`config.mk`:
```
export PLATFORM = sky130hd
export DESIGN_NAME = acbc_ram
export DESIGN_NICKNAME = d
export VERILOG_FILES = /design/src/hdl/acbc_ram.sv
export SDC_FILE = /design/constraint.sdc
export NUM_CORES = 1
export LEC_CHECK = 0
export ABC_AREA = 1
export ABC_CLOCK_PERIOD_IN_PS = 2520
export BUFFER_PORTS_ARGS = -buffer_cell sky130_fd_sc_hd__buf_4
export CELL_PAD_IN_SITES_DETAIL_PLACEMENT = 1
export CELL_PAD_IN_SITES_GLOBAL_PLACEMENT = 2
export CORE_ASPECT_RATIO = 0.5
export CORE_MARGIN = 4
export CORE_UTILIZATION = 40
export CTS_BUF_LIST = sky130_fd_sc_hd__clkbuf_8
export DETAILED_ROUTE_END_ITERATION = 7
export HOLD_SLACK_MARGIN = 0.06
export PLACE_DENSITY = 0.84
export RECOVER_POWER = 50
export SLEW_MARGIN = 20
export SYNTH_ARGS = -nofsm -noshare
export SYNTH_HDL_FRONTEND = slang
export SYNTH_SLANG_ARGS = --single-unit
```
`constraint.sdc`:
```
create_clock -name clk -period 2.52 [get_ports clk]
set_input_delay 0.504 -clock clk [delete_from_list [all_inputs] [get_ports clk]]
set_output_delay 0.504 -clock clk [all_outputs]
set_load 0.005 [all_outputs]
```
`src/hdl/acbc_ram.sv`:
```
// ----------------------------------------------------------------------------
// acbc_ram: generic simple dual-port RAM
// One write port, one read port, registered read data.
// ----------------------------------------------------------------------------
module acbc_ram #(
  parameter int unsigned Width = 8,
  parameter int unsigned Depth = 16
) (
  input  logic                     clk,
  input  logic                     we,
  input  logic [$clog2(Depth)-1:0] waddr,
  input  logic [Width-1:0]         wdata,
  input  logic [$clog2(Depth)-1:0] raddr,
  output logic [Width-1:0]         rdata
);

  logic [Width-1:0] mem [Depth];

  // write and registered read
  always_ff @(posedge clk) begin
    if (we) mem[waddr] <= wdata;
    rdata <= mem[raddr];
  end

endmodule

```
==> results of run 1 <==
==> cell families after synthesis <==
kind of cell,Yosys count,synth area share
and+or+nand+nor,289,0.2105
buffers and inverters,126,0.09525
DFF,136,0.6943
==> power by group through the flow <==
stage	Combinational, µW	Sequential [µW]	Clock, µW
CTS	334	2550	2110
finish	323	2550	2080
detailed placement	331	2600	0
global placement	325	2600	0
floorplan	178	2590	0
global route	360	2550	2210
==> flip-flops by register name, indices dropped and copies added (netlist names) <==
register / cells
mem: 128
rdata: 8
==> metrics by stage <==
step	total power (µW)	util
after floorplan	2768	-
after global placement	2921	0.4455
after detailed placement	2928	0.4455
after CTS	4991	0.4787
after global routing	5124	0.4760
final	4950	0.4760
==> worst register-to-register path, stage by stage (launching register included) <==
cell and delay, ns:
edfxtp_1 0.36, inv_1 0.06, nand2_1 0.05, nand3_1 0.10, nand3_1 0.09, nand3_1 0.24
nand2_1 0.09
==> metal layers <==
layer  routed length, µm  GRT usage
met5                   0          0
met4                 144    0.04051
met3                 577    0.04078
met2                7167     0.3113
met1                6862     0.2577
==> placed cells by master, fill, tap and decap left out, types with 3 or more instances in the layout <==
cell | Yosys | layout
nor2_1 | 17 | 17
inv_6 | 0 | 3
clkbuf_8 | 0 | 17
buf_4 | 4 | 29
bufinv_16 | 0 | 5
dfxtp_1 | 8 | 8
clkinv_4 | 0 | 3
nand3_1 | 97 | 97
clkbuf_1 | 0 | 10
edfxtp_1 | 128 | 128
nand2_1 | 173 | 173
inv_1 | 100 | 101
==> path summary, 6_finish.rpt <==
check,slack (ns),endpoint,from
max reg2reg,1.43,rdata[1]$_DFF_P_,mem[9][1]$_DFFE_PP_
min,0.42,rdata[6]$_DFF_P_,raddr[3]
min reg2reg,0.68,rdata[4]$_DFF_P_,mem[2][4]$_DFFE_PP_
max,0.89,rdata[1],rdata[1]$_DFF_P_
==> area by class of cell <==
type / instances / share of cell area
clock buffers: 17 / 0.03559
well taps: 192 / 0.03654
flip-flops and latches: 136 / 0.6089
clock inverters: 15 / 0.03425
multi-input cells: 289 / 0.1846
repair buffers: 40 / 0.04186
inverters: 102 / 0.05823
==> qor.yml, run 1 <==
logic_synthesis:
  syn_nets: 569
  synth_ff_type: "edfxtp_1"
  ys_top_cells_by_count: "nand2_1, edfxtp_1, inv_1, nand3_1, nor2_1"
  synth_edf_count: 128
  yosysTopAreaCell: "edfxtp_1"
  synthArstFlopShare: 0
  yosysSeqAreaShare: 0.6943
  avgSynthCellArea_um2: 10.47
  synth.most_common_cell: "nand2_1"
  synth_top_cells_by_area: "edfxtp_1, nand2_1, nand3_1, inv_1, dfxtp_1"
  ys_ff_latch: 136
  synth_top_area_frac: 0.6665
  ys.warnings.count: 0
  syn-instance-count: 551
  synth_cell_type_count: 12
  syn_area_mm2: 0.005767
power_and_ir_drop:
  switching_share: 0.2306
  p_leak_uw: 0.002807
  power_frac_seq: 0.515
  combPwrFrac: 0.065
  clockPowerShare: 0.420
  power.switching_uw: 1141
  internal_power_uw: 3808
  peakVddDrop_mv: 0.3891
  power_density_mw_per_mm2: 752.8
worst_setup_path:
  crit_type: "reg -> out"
  cp.arrival_ns: 1.12
  crit_buf_inv: 1
  startpoint_type: "flop"
  worstPathMaxFanout: 1
  reg2regPathDepth: 6
  required_ns: 2.02
  path_depth: 1
  end_kind: "output pin"
  cp_top_family: "flip-flops"
  max_stage_delay_ns: 0.51
  crit_chain: "buf_4"
  slowest_stage: "dfxtp_1"
route:
  routed_wl_um: 14750
  ant_nets: 0
  vias: 3923
  first_pass_iters: 4
  drt_first_iter_violations: 312
  route.detailed.wl_per_inst_um: 18.65
  drc: 0
  drt-vias-per-instance: 4.960
global_routing:
  grt_pass1_vias: 4025
  grt.overflow.total: 0
  grt_pass1_wl_um: 22740
  grt_max_degree: 55
  antenna_found_initial: 0
  global_route.usage.total: 0.1883
sta:
  final_max_slew_viol_count: 0
  min_period_ns: 1.629
  relSlewSlack: 0.3963
  setup_viol: 0
  tns_ns: 0
  setup_ws_ns: 0.8911
  fmax_ghz: 0.6139
  worstMarginPinSlew_ns: 0.9055
  grt_setup_unrepaired: "false"
  fin_crit_sh: 0.6464
  hold_viol_final: 0
  fin_worst_skew_ns: 0.01090
  hold_slack_ns: 0.4153
floorplan:
  core_area_mm2: 0.01381
  start_util: 0.4175
  pin_count: 26
  die_y_um: 92.91
  rows: 30
  die-area_mm2: 0.01652
  fp.dieW_um: 177.8
placed_design:
  dp_hpwl_um: 9254
  gp_congestion: 0.8074
  dp_slack_ns: 0.5859
  dpl_cell_area_mm2: 0.006153
  portBuffers: 25
  dp_cells: 759
final_layout:
  drive_above_1_share: 0.1035
  area_growth_syn_to_layout_pct: 14.02
  multiInputGateArea_mm2: 0.001214
  antenna_cells: 0
  fillers: 1600
  nets: 604
  design_area_mm2: 0.006575
  final_cells: 791
  seq_area_mm2: 0.004004
cts:
  clk_latency_ns: 0.44
  numCtsBuffers: 17
  root_buffer: "clkbuf_8"
  postCtsSetupBuffers: 0
  clock_sinks: 136
  cts_hold_buf: 0
  post_cts_resized: 0
  cts_tree: "yes"
  clk_path_buf_depth: 2
  htreeDepth: 4
  path_clk_slew_ns: 0.08
min_path:
  whs_path_depth: 3
  hp-class: "in -> reg"
job:
  maxCapViolCount: 0
outcome:
  status: "complete, no violations"
No activity file was read; power rests on OpenSTA's default activity.
==> inputs of run 2 (changes only) <==
--- a/config.mk
+++ b/config.mk
@@ -6,7 +6,7 @@
 export NUM_CORES = 1
 export LEC_CHECK = 0
 export ABC_AREA = 1
-export ABC_CLOCK_PERIOD_IN_PS = 2520
+export ABC_CLOCK_PERIOD_IN_PS = 1600
 export BUFFER_PORTS_ARGS = -buffer_cell sky130_fd_sc_hd__buf_4
 export CELL_PAD_IN_SITES_DETAIL_PLACEMENT = 1
 export CELL_PAD_IN_SITES_GLOBAL_PLACEMENT = 2
==> constraint.sdc (replaced) <==
create_clock -name clk -period 1.6 [get_ports clk]
set_input_delay 0.32 -clock clk [delete_from_list [all_inputs] [get_ports clk]]
set_output_delay 0.32 -clock clk [all_outputs]
set_load 0.005 [all_outputs]
==> qor.yml, run 2 (synthesis results as in run 1) <==
cts:
  numCtsBuffers: 17
  clock_sinks: 136
  clk_path_buf_depth: 2
  postCtsSetupBuffers: 0
  clk_latency_ns: 0.42
  path_clk_slew_ns: 0.07
  post_cts_resized: 0
  htreeDepth: 4
  root_buffer: "clkbuf_8"
  cts_tree: "yes"
  cts_hold_buf: 0
job:
  maxCapViolCount: 0
floorplan:
  rows: 30
  core_area_mm2: 0.01381
  die_y_um: 92.91
  start_util: 0.4175
  die-area_mm2: 0.01652
  fp.dieW_um: 177.8
  pin_count: 26
worst_setup_path:
  startpoint_type: "flop"
  reg2regPathDepth: 6
  cp-startpoint: "rdata[1]$_DFF_P_"
  crit_type: "reg -> out"
  path_depth: 1
  cp_top_family: "flip-flops"
  rr_startpoint: "mem[5][6]$_DFFE_PP_"
  slowest_stage: "dfxtp_1"
  cp.arrival_ns: 1.04
  required_ns: 1.28
  worstSetupEndpoint: "rdata[1]"
  crit_buf_inv: 1
  end_kind: "output pin"
  crit_chain: "buf_4"
  regToRegSetupSlack_ns: 0.55
  max_stage_delay_ns: 0.46
  rr_endpoint: "rdata[6]$_DFF_P_"
  worstPathMaxFanout: 1
outcome:
  status: "complete, no violations"
sta:
  fin_crit_sh: 0.8487
  hold_viol_final: 0
  min_period_ns: 1.358
  setup_viol: 0
  final_max_slew_viol_count: 0
  fin_worst_skew_ns: 0.01077
  tns_ns: 0
  fmax_ghz: 0.7364
  worstMarginPinSlew_ns: 0.8582
  relSlewSlack: 0.4279
  grt_setup_unrepaired: "false"
route:
  routed_wl_um: 14440
  drc: 0
  ant_nets: 0
  drt-vias-per-instance: 4.927
  route.detailed.wl_per_inst_um: 18.10
  first_pass_iters: 5
  vias: 3932
  drt_first_iter_violations: 350
final_layout:
  fillers: 1561
  top_register: "mem"
  layout_commonest_cell: "nand2_1"
  top_regs: "mem: 128 flops, rdata: 8 flops"
  antenna_cells: 0
  drive_above_1_share: 0.1139
  largest_reg_flops: 128
  area_growth_syn_to_layout_pct: 15.32
  nets: 613
  fin_util: 0.4814
  mostFrequentLayoutCells: "nand2_1, edfxtp_1, inv_1"
global_routing:
  grt_pass1_vias: 4034
  grt_max_degree: 65
  global_route.usage.total: 0.1882
  grt_pass1_wl_um: 22770
  grt.overflow.total: 0
  antenna_found_initial: 0
power_and_ir_drop:
  p_leak_uw: 0.002853
  peakVddDrop_mv: 0.5055
  power_density_mw_per_mm2: 1127
min_path:
  hp-class: "in -> reg"
placed_design:
  portBuffers: 25
  gp_congestion: 0.7613
  dp_hpwl_um: 9105
[run 2: cell types whose count changed in the layout (fill, tap and decap cells not counted), sizes merged]
| cell | previous run | this run |
|---|---|---|
| clkinv | 4 | 6 |
| bufinv | 5 | 4 |
| inv | 106 | 103 |
| buf | 30 | 39 |
[run 2: power breakdown]
group | leakage [µW] | switching (µW) | internal, µW
registers | 0.00122 | 30.4 | 3980
clock network | 0.000206 | 1290 | 1670
logic | 0.00142 | 349 | 174
[run 2: worst min path at each step]
stage | from | end | depth (start not counted) | slack (ns)
6_report | raddr[3] | rdata[5]$_DFF_P_ | 3 | 0.25
5_1_grt | raddr[3] | rdata[5]$_DFF_P_ | 3 | 0.24
4_1_cts | wdata[6] | mem[10][6]$_DFFE_PP_ | 1 | 0.19
3_5_place_dp | wdata[6] | mem[10][6]$_DFFE_PP_ | 1 | 0.66
3_3_place_gp | mem[11][7]$_DFFE_PP_ | rdata[7]$_DFF_P_ | 6 | 0.65
2_1_floorplan | wdata[0] | mem[0][0]$_DFFE_PP_ | 0 | 0.42
[run 2: area by class of cell]
cell class	instances	area (µm²)	area share
clock buffer	17	234.0	0.03518
clock inverter	13	182.7	0.02747
inverter	102	382.9	0.05757
multi-input combinational	289	1214	0.1825
sequential	136	4004	0.6021
tap	192	240.2	0.03612
timing repair buffer	49	392.9	0.05908
[run 2: layer usage]
metal  up-vias  GRT usage  routed length, µm
li1       1859          -                  -
met1      1950     0.2635               6699
met2       104     0.2986               6815
met3        19    0.03997                776
met4         0    0.05338                149
met5         -          0                  0
[run 2: metrics by stage]
stage | cell area (µm²) | power (µW) | hold slack, ns | setup WS [ns] | instances
3_5_place_dp | 6271 | 4624 | 0.6557 | 0.1653 | 768
5_1_grt | 6650 | 7822 | 0.2389 | 0.2085 | 798
2_1_floorplan | 5767 | 4359 | 0.4189 | 0.3292 | 551
3_3_place_gp | 6271 | 4609 | 0.6517 | 0.2035 | 768
4_1_cts | 6688 | 7574 | 0.1884 | 0.2312 | 798
6_report | 6650 | 7496 | 0.2529 | 0.2420 | 798
